<file path="config.mk">
export PLATFORM = sky130hd
export DESIGN_NAME = elgamal_modexp_engine
export DESIGN_NICKNAME = d
export VERILOG_FILES = /design/src/rtl/eme_pkg.sv /design/src/rtl/eme_modmul.sv /design/src/rtl/elgamal_modexp_engine.sv
export SDC_FILE = /design/constraint.sdc
export NUM_CORES = 1
export LEC_CHECK = 0
export ABC_AREA = 1
export BUFFER_PORTS_ARGS = -buffer_cell sky130_fd_sc_hd__buf_4
export CORE_ASPECT_RATIO = 1.5
export CORE_MARGIN = 2
export CORE_UTILIZATION = 43
export CTS_BUF_LIST = sky130_fd_sc_hd__clkbuf_4 sky130_fd_sc_hd__clkbuf_8
export DETAILED_ROUTE_END_ITERATION = 7
export SLEW_MARGIN = 40
export SYNTH_ARGS = -nofsm -noshare
export SYNTH_HDL_FRONTEND = slang
export SYNTH_SLANG_ARGS = --single-unit
</file>
<file path="constraint.sdc">
create_clock -name clk -period 7.45 [get_ports clk]
set_input_delay 1.1175 -clock clk [delete_from_list [all_inputs] [get_ports clk]]
set_output_delay 1.1175 -clock clk [all_outputs]
set_load 0.1 [all_outputs]
</file>
<file path="src/rtl/eme_pkg.sv">
// shared types and constants for the modular exponentiation engine
`timescale 1ns / 1ps
package eme_pkg;
    localparam int VALUE_BITS = 32;
    localparam int BIT_CNT_W = $clog2(VALUE_BITS + 1);
    typedef logic [VALUE_BITS-1:0] value_t;
    typedef logic [1:0] opcode_t;
    localparam opcode_t OP_PUBKEY  = 2'd0;
    localparam opcode_t OP_ENCRYPT = 2'd1;
    localparam opcode_t OP_DECRYPT = 2'd2;
    localparam opcode_t OP_UNUSED  = 2'd3;
    localparam logic [1:0] REG_MODULUS   = 2'd0;
    localparam logic [1:0] REG_GENERATOR = 2'd1;
    localparam logic [1:0] REG_PRIVKEY   = 2'd2;
    typedef struct packed {
        logic start;
        logic busy;
    } mul_ctrl_t;
endpackage

</file>
<file path="src/rtl/eme_modmul.sv">
// bit-serial modular multiplier, one multiplier bit per cycle
`timescale 1ns / 1ps
module eme_modmul (
    input  logic             clk,
    input  logic             rst_n,
    input  logic             start,
    input  eme_pkg::value_t  a,
    input  eme_pkg::value_t  b,
    input  eme_pkg::value_t  m,
    output logic             done,
    output eme_pkg::value_t  r
);
    import eme_pkg::*;

    value_t a_reg, b_reg, r_reg;
    logic [BIT_CNT_W-1:0] cnt_reg;
    logic busy_reg, done_reg;
    logic [VALUE_BITS:0] dbl, dbl_red, add, add_red;

    always_comb
    begin
        dbl = {r_reg, 1'b0};
        dbl_red = (dbl >= {1'b0, m}) ? dbl - {1'b0, m} : dbl;
        add = dbl_red + {1'b0, a_reg};
        add_red = (add >= {1'b0, m}) ? add - {1'b0, m} : add;
    end

    always_ff @(posedge clk or negedge rst_n)
    begin
        if (!rst_n)
        begin
            busy_reg <= 1'b0;
            done_reg <= 1'b0;
            cnt_reg <= '0;
        end
        else
        begin
            done_reg <= busy_reg && !start && (cnt_reg == BIT_CNT_W'(1));
            if (start)
            begin
                busy_reg <= 1'b1;
                cnt_reg <= BIT_CNT_W'(VALUE_BITS);
                a_reg <= a;
                b_reg <= b;
                r_reg <= '0;
            end
            else if (busy_reg)
            begin
                r_reg <= b_reg[VALUE_BITS-1] ? add_red[VALUE_BITS-1:0]
                                             : dbl_red[VALUE_BITS-1:0];
                b_reg <= {b_reg[VALUE_BITS-2:0], 1'b0};
                cnt_reg <= cnt_reg - 1'b1;
                if (cnt_reg == BIT_CNT_W'(1))
                begin
                    busy_reg <= 1'b0;
                end
            end
        end
    end

    assign done = done_reg;
    assign r = r_reg;

`ifndef SYNTH
    a_start_idle: assert property (@(posedge clk) disable iff (!rst_n)
        start |-> !busy_reg) else $error("multiply started while busy");
    a_done_ends: assert property (@(posedge clk) disable iff (!rst_n)
        done_reg |-> !busy_reg) else $error("done while busy");
    a_count: assert property (@(posedge clk) disable iff (!rst_n)
        (busy_reg && !start) |=> (cnt_reg == $past(cnt_reg) - 1'b1))
        else $error("bit count slip");
`endif
endmodule

</file>
<file path="src/rtl/elgamal_modexp_engine.sv">
// top level of the elgamal modular exponentiation engine
`timescale 1ns / 1ps
// usage:
// configuration: write modulus (0), generator (1), private_key (2) on
//   cfg_valid/cfg_ready/cfg_index/cfg_data while the engine is idle and
//   no input transaction is offered.
// input channel in_valid/in_stall carries opcode, message_or_second and
//   nonce_or_first; one transaction is worked on at a time.
// output channel out_valid/out_stall carries first_value, second_value.
// multiply and square steps run in the bit-serial multiplier, each square
//   followed by the bit decision; each exponentiation first reduces its
//   base by one multiply by one.
// encrypt runs three exponentiations, reducing m and one multiply; a
//   modulus below two or the unused opcode goes straight to the output.
// reset returns modulus 2, generator 1, private_key 0 and an empty engine.
// a stalled result holds in the output register while the next
//   transaction is worked on; that one waits until the register frees.
module elgamal_modexp_engine (
    input  logic             clk,
    input  logic             rst_n,
    input  logic             cfg_valid,
    output logic             cfg_ready,
    input  logic [1:0]       cfg_index,
    input  eme_pkg::value_t  cfg_data,
    input  logic             in_valid,
    output logic             in_stall,
    input  eme_pkg::opcode_t opcode,
    input  eme_pkg::value_t  message_or_second,
    input  eme_pkg::value_t  nonce_or_first,
    output logic             out_valid,
    input  logic             out_stall,
    output eme_pkg::value_t  first_value,
    output eme_pkg::value_t  second_value
);
    import eme_pkg::*;

    typedef enum logic [3:0] {
        S_IDLE, S_POW_INIT, S_POW_MUL, S_POW_SQ, S_POW_DONE,
        S_FINAL, S_OUT
    } state_t;

    // sequence of exponentiations per opcode
    typedef enum logic [2:0] {
        J_GX, J_YK, J_GK, J_MK, J_CX, J_INV, J_MD
    } job_t;

    state_t state_reg;
    job_t job_reg;
    value_t p_reg, g_reg, x_reg;
    opcode_t op_reg;
    value_t m_reg, k_reg;
    value_t acc_reg, base_reg, exp_reg, t_reg, c1_reg;
    value_t fv_reg, sv_reg;
    value_t out_first_reg, out_second_reg;
    logic out_valid_reg;
    logic reduced_reg;
    logic mul_start_reg;
    logic mul_start_next;
    logic mul_done;
    value_t mul_a, mul_b, mul_r;
    mul_ctrl_t ctrl;

    assign ctrl.start = mul_start_reg;
    assign ctrl.busy = (state_reg != S_IDLE) && (state_reg != S_OUT);

    eme_modmul u_mul (
        .clk(clk), .rst_n(rst_n), .start(ctrl.start),
        .a(mul_a), .b(mul_b), .m(p_reg), .done(mul_done), .r(mul_r)
    );

    // a value below 2*p after one conditional subtract is not guaranteed,
    // so bases are reduced by multiplying by one (result always below p)
    value_t one_mod;
    assign one_mod = (p_reg == VALUE_BITS'(1)) ? '0 : VALUE_BITS'(1);

    always_comb
    begin
        mul_a = base_reg;
        mul_b = base_reg;
        if (!reduced_reg)
        begin
            mul_a = one_mod;
            mul_b = base_reg;
        end
        else if (state_reg == S_POW_MUL || state_reg == S_FINAL || job_reg == J_MD)
        begin
            mul_a = acc_reg;
            mul_b = base_reg;
        end
    end

    always_comb
    begin
        case (state_reg)
            S_POW_INIT: mul_start_next = 1'b1;
            S_POW_MUL:  mul_start_next = mul_done;
            S_POW_DONE: mul_start_next = (exp_reg != '0);
            S_FINAL:    mul_start_next = (job_reg == J_MK);
            default:    mul_start_next = 1'b0;
        endcase
    end

    assign cfg_ready = (state_reg == S_IDLE) && !in_valid;
    assign in_stall = (state_reg != S_IDLE);

    always_ff @(posedge clk or negedge rst_n)
    begin
        if (!rst_n)
        begin
            state_reg <= S_IDLE;
            job_reg <= J_GX;
            p_reg <= VALUE_BITS'(2);
            g_reg <= VALUE_BITS'(1);
            x_reg <= '0;
            out_valid_reg <= 1'b0;
            out_first_reg <= '0;
            out_second_reg <= '0;
            mul_start_reg <= 1'b0;
            reduced_reg <= 1'b0;
        end
        else
        begin
            mul_start_reg <= mul_start_next;
            if (state_reg == S_OUT && (!out_valid_reg || !out_stall))
            begin
                out_valid_reg <= 1'b1;
                out_first_reg <= fv_reg;
                out_second_reg <= sv_reg;
            end
            else if (out_valid_reg && !out_stall)
                out_valid_reg <= 1'b0;
            if (cfg_valid && cfg_ready)
            begin
                case (cfg_index)
                    REG_MODULUS:   p_reg <= cfg_data;
                    REG_GENERATOR: g_reg <= cfg_data;
                    REG_PRIVKEY:   x_reg <= cfg_data;
                    default: ;
                endcase
            end
            case (state_reg)
                S_IDLE:
                begin
                    if (in_valid && !in_stall)
                    begin
                        op_reg <= opcode;
                        m_reg <= message_or_second;
                        k_reg <= nonce_or_first;
                        fv_reg <= '0;
                        sv_reg <= '0;
                        if (p_reg < VALUE_BITS'(2) || opcode == OP_UNUSED)
                            state_reg <= S_OUT;
                        else
                        begin
                            state_reg <= S_POW_INIT;
                            if (opcode == OP_DECRYPT)
                            begin
                                job_reg <= J_CX;
                                base_reg <= nonce_or_first;
                                exp_reg <= x_reg;
                            end
                            else
                            begin
                                job_reg <= J_GX;
                                base_reg <= g_reg;
                                exp_reg <= x_reg;
                            end
                        end
                    end
                end
                S_POW_INIT:
                begin
                    // reduce base
                    acc_reg <= VALUE_BITS'(1);
                    reduced_reg <= 1'b0;
                    state_reg <= S_POW_SQ;
                end
                S_POW_MUL:
                begin
                    if (mul_done)
                    begin
                        acc_reg <= mul_r;
                        state_reg <= S_POW_SQ;
                    end
                end
                S_POW_SQ:
                begin
                    if (mul_done)
                    begin
                        if (job_reg == J_MD)
                        begin
                            t_reg <= mul_r;
                            state_reg <= S_FINAL;
                        end
                        else
                        begin
                            base_reg <= mul_r;
                            if (!reduced_reg)
                            begin
                                reduced_reg <= 1'b1;
                                acc_reg <= one_mod;
                            end
                            else
                                exp_reg <= exp_reg >> 1;
                            state_reg <= S_POW_DONE;
                        end
                    end
                end
                S_POW_DONE:
                begin
                    // decide next step on the current exponent bit
                    if (exp_reg == '0)
                    begin
                        t_reg <= acc_reg;
                        state_reg <= S_FINAL;
                    end
                    else if (exp_reg[0])
                        state_reg <= S_POW_MUL;
                    else
                        state_reg <= S_POW_SQ;
                end
                S_FINAL:
                begin
                    // chain to next job, or pass the result to the output
                    case (job_reg)
                        J_GX:
                        begin
                            if (op_reg == OP_PUBKEY)
                            begin
                                fv_reg <= t_reg;
                                state_reg <= S_OUT;
                            end
                            else
                            begin
                                job_reg <= J_YK;
                                base_reg <= t_reg;
                                exp_reg <= k_reg;
                                state_reg <= S_POW_INIT;
                            end
                        end
                        J_YK:
                        begin
                            c1_reg <= t_reg;
                            job_reg <= J_GK;
                            base_reg <= g_reg;
                            exp_reg <= k_reg;
                            state_reg <= S_POW_INIT;
                        end
                        J_GK:
                        begin
                            fv_reg <= t_reg;
                            // m^1 reduces m, then multiply by shared key
                            job_reg <= J_MK;
                            base_reg <= m_reg;
                            exp_reg <= VALUE_BITS'(1);
                            state_reg <= S_POW_INIT;
                        end
                        J_MK:
                        begin
                            job_reg <= J_MD;
                            acc_reg <= t_reg;
                            base_reg <= c1_reg;
                            reduced_reg <= 1'b1;
                            state_reg <= S_POW_SQ;
                            exp_reg <= '0;
                        end
                        J_CX:
                        begin
                            job_reg <= J_INV;
                            base_reg <= t_reg;
                            exp_reg <= p_reg - VALUE_BITS'(2);
                            state_reg <= S_POW_INIT;
                        end
                        J_INV:
                        begin
                            c1_reg <= t_reg;
                            job_reg <= J_MK;
                            base_reg <= m_reg;
                            exp_reg <= VALUE_BITS'(1);
                            state_reg <= S_POW_INIT;
                        end
                        J_MD:
                        begin
                            if (op_reg == OP_ENCRYPT)
                                sv_reg <= t_reg;
                            else
                                fv_reg <= t_reg;
                            state_reg <= S_OUT;
                        end
                        default: state_reg <= S_OUT;
                    endcase
                end
                S_OUT:
                begin
                    if (!out_valid_reg || !out_stall)
                        state_reg <= S_IDLE;
                end
                default: state_reg <= S_IDLE;
            endcase
        end
    end

    assign out_valid = out_valid_reg;
    assign first_value = out_first_reg;
    assign second_value = out_second_reg;

`ifndef SYNTH
    a_no_accept_busy: assert property (@(posedge clk) disable iff (!rst_n)
        ctrl.busy |-> in_stall) else $error("input taken while busy");
    a_out_hold: assert property (@(posedge clk) disable iff (!rst_n)
        (out_valid && out_stall) |=> (out_valid && $stable(first_value)
        && $stable(second_value))) else $error("stalled result changed");
    a_cfg_idle: assert property (@(posedge clk) disable iff (!rst_n)
        cfg_ready |-> (state_reg == S_IDLE || state_reg == S_OUT))
        else $error("configuration open while busy");
`endif
endmodule
</file>
==> flow_metrics.tcl <==
set metrics [dict create \
    critical_path_arrival_ns 7.53 \
    num_io_pins 172 \
    setup_repair_after_global_routing_missed_its_margin "no" \
    track_usage 0.345 \
    critPathKind "reg -> reg" \
    grt_overflow_total 0 \
    worst_setup_path_start_kind "register" \
    most-common-layout-cells "sky130_fd_sc_hd__nand2_1, sky130_fd_sc_hd__inv_1, sky130_fd_sc_hd__edfxtp_1" \
    hold_class "in -> async" \
    layout.cells.most_common "sky130_fd_sc_hd__nand2_1" \
    floorplan.core_area_um2 72200 \
    vias_per_cell 5.73 \
    timing.critical_path.to_type "register" \
    power_leakage_nw 16.4 \
    initial_utilization 0.432 \
    tritoncts_clock_tree "built" \
    fp.dieH_um 334 \
    count_of_tritonroute_iterations_in_the_first_routing_pass 6 \
    chipWidth_um 224 \
    outcome "finished, final reports clean" \
    seq_area_frac_synth 0.513 \
    max-slew-margin-rel 0.398 \
    setup-violations-final 0 \
    placement.io_buffers 171 \
    final.setup.tns_ns 0 \
    final-max-slew-violation-count 0 \
    clock_tree.buffer_depth 3 \
    async_reset_ff_frac 0.314 \
    clock-sinks 563 \
    fin_crit_ns 6.93 \
    syn-mean-instance-area_um2 8.70 \
    timing.critical_path.required_ns 8.05 \
    drive_gt1_frac 0.150 \
    p_r_area_growth_vs_syn_pct 16.0 \
    worstMarginPinSlew_ns 0.894 \
    dpl.cell_count 4684 \
    cap_viol_max_count 0 \
    ys_ff_latch 563 \
    ys_dominant_reg_cell "sky130_fd_sc_hd__edfxtp_1" \
    gpl.final_weighted_congestion 1.03 \
    dp_hpwl_um 98500 \
    power_per_cell_area_nw_per_um2 381 \
    drc 0 \
    synth_edf_count 386 \
    period_share 0.930 \
    tritoncts_buffer_count 87 \
    hold_fix_buffers_cts 0 \
    htree_levels 3 \
    ctsRootBufferMaster "sky130_fd_sc_hd__clkbuf_8" \
    clock_transition_at_the_registers_of_the_reported_paths_ns 0.07 \
    clk_latency_ns 0.73 \
    initial_drt_markers 2889 \
    die-area_um2 74800 \
    fmaxAchievable_mhz 144 \
    synthesis.nets 3795 \
    synthCells 3588 \
    final_hold_viol_count 0 \
    rows 121 \
    grt_antenna_before_repair 8 \
    grt_pass1_vias 27515 \
    path_max_fanout 32 \
    vias 27778 \
    final_cell_count_no_fill 4852 \
    post_drt_wl_per_cell_um 26.6 \
    finClkSkew_ns 0.0517 \
    finish.net_count 4058 \
    timing.critical_path.slowest_cell_delay_ns 0.43 \
    irDropWorstVdd_uv 266 \
    drt_wl_total_um 129000 \
    critical-path-slowest-cell "sky130_fd_sc_hd__ha_1" \
    grt_first_pass_wirelength_um 184000 \
    worst_path_most_repeated_cell "sky130_fd_sc_hd__nand2_1" \
    yosys.cell_types.count 59 \
    synth_cell_area_um2 31200 \
    detail-route-antenna-nets 0 \
    yosys_warnings 0 \
    pin_count_of_the_biggest_net_entering_global_routing 96 \
]
## what timing repair did
| action | CTS | global route |
|---|---|---|
| endpoints found under the setup margin | 0 | 23 |
| buffers inserted | 0 | 0 |
| resized for setup | 0 | 2 |
## through the flow
| step | setup WS, ns | cell area (µm²) | util | hold slack [ns] | power (mW) |
|---|---|---|---|---|---|
| after global placement | 0.579 | 34200 | 0.474 | 0.434 | 10.8 |
| after floorplan | 2.05 | 31200 | - | 0.426 | 7.94 |
| after global routing | 0.0236 | 36200 | 0.501 | 0.317 | 14.5 |
| after CTS | 0.585 | 36200 | 0.501 | 0.290 | 13.6 |
| final | 0.521 | 36200 | 0.502 | 0.307 | 13.8 |
| after detailed placement | 0.604 | 34300 | 0.475 | 0.437 | 10.7 |
## logic make-up after synthesis
| logic type | after synthesis | synth area share |
|---|---|---|
| buffers and inverters | 608 | 0.0754 |
| AO/OA/AOI/OAI | 695 | 0.129 |
| flip-flops | 563 | 0.513 |
| XOR/XNOR | 77 | 0.0216 |
| adder cells (fa/ha/maj) | 102 | 0.0416 |
| multiplexers | 66 | 0.0238 |
| AND/OR/NAND/NOR | 1477 | 0.195 |
## area by class of cell
cell class	instances	area [µm²]
Antenna cell	7	17.5
Clock buffer	130	1630
Clock inverter	31	278
Fill cell	6860	36000
Inverter	476	1790
Multi-Input combinational cell	2417	13000
Sequential cell	563	16000
Tap cell	922	1150
Timing Repair Buffer	306	2370
## critical path: cells and delay by family (launching register included)
family,cells,cell delay [ns]
fa+ha+maj,4,1.55
simple gates,23,2.78
buf+inv,7,1.02
flops,1,0.41
xor+xnor,1,0.28
compound gates,4,0.72
## Yosys cell counts, types with 4 or more instances
cell type,instances,area (µm²)
sky130_fd_sc_hd__xnor2_1,17,149
sky130_fd_sc_hd__a21o_1,11,82.6
sky130_fd_sc_hd__inv_2,8,30.0
sky130_fd_sc_hd__clkbuf_1,92,345
sky130_fd_sc_hd__nor2_2,7,43.8
sky130_fd_sc_hd__a21oi_1,165,826
sky130_fd_sc_hd__o21ai_0,295,1480
sky130_fd_sc_hd__o211ai_1,44,330
sky130_fd_sc_hd__xor2_1,60,526
sky130_fd_sc_hd__o22ai_1,77,482
sky130_fd_sc_hd__o221ai_1,32,280
sky130_fd_sc_hd__buf_2,31,155
sky130_fd_sc_hd__nand2_2,6,37.5
sky130_fd_sc_hd__a211oi_1,4,30.0
sky130_fd_sc_hd__ha_1,99,1240
sky130_fd_sc_hd__or2_2,5,31.3
sky130_fd_sc_hd__nor3_1,24,120
sky130_fd_sc_hd__mux2_2,65,732
sky130_fd_sc_hd__a31oi_1,6,37.5
sky130_fd_sc_hd__o32ai_1,6,52.6
sky130_fd_sc_hd__nor2_1,232,871
sky130_fd_sc_hd__o21a_1,6,45.0
sky130_fd_sc_hd__nor4_1,19,119
sky130_fd_sc_hd__dfrtp_1,175,4380
sky130_fd_sc_hd__nand2_1,982,3690
sky130_fd_sc_hd__nand4_1,49,307
sky130_fd_sc_hd__a22oi_1,11,82.6
sky130_fd_sc_hd__edfxtp_1,386,11600
sky130_fd_sc_hd__nand3b_1,11,82.6
sky130_fd_sc_hd__o2111ai_1,11,96.3
sky130_fd_sc_hd__nand3_1,126,631
sky130_fd_sc_hd__o21bai_1,16,120
sky130_fd_sc_hd__inv_1,465,1750
## where the power goes
| part | internal, mW | switching [mW] | total, mW |
|---|---|---|---|
| registers | 3.59 | 0.191 | 3.78 |
| logic | 2.30 | 4.84 | 7.14 |
| clock network | 1.55 | 1.32 | 2.87 |
## routing by layer
metal	GRT usage	up-vias	wire length [µm]
met2	0.573	1425	61700
met3	0.0695	480	9440
met5	0	-	21
li1	-	12665	-
met4	0.328	4	14300
met1	0.365	13204	43300
## worst paths after layout
path,cells past startpoint,endpoint,startpoint,slack (ns)
max,39,u_mul.r[26],p_reg[15],0.52
min,1,state_reg[1],rst_n,0.31
max reg2reg,39,u_mul.r[26],p_reg[15],0.52
min reg2reg,0,c1_reg[17],t_reg[17],0.45
max in group asynchronous,3,x_reg[27],rst_n,5.62
min in group clk,0,c1_reg[17],t_reg[17],0.45
Note: power is estimated with default switching activity, not from simulation.
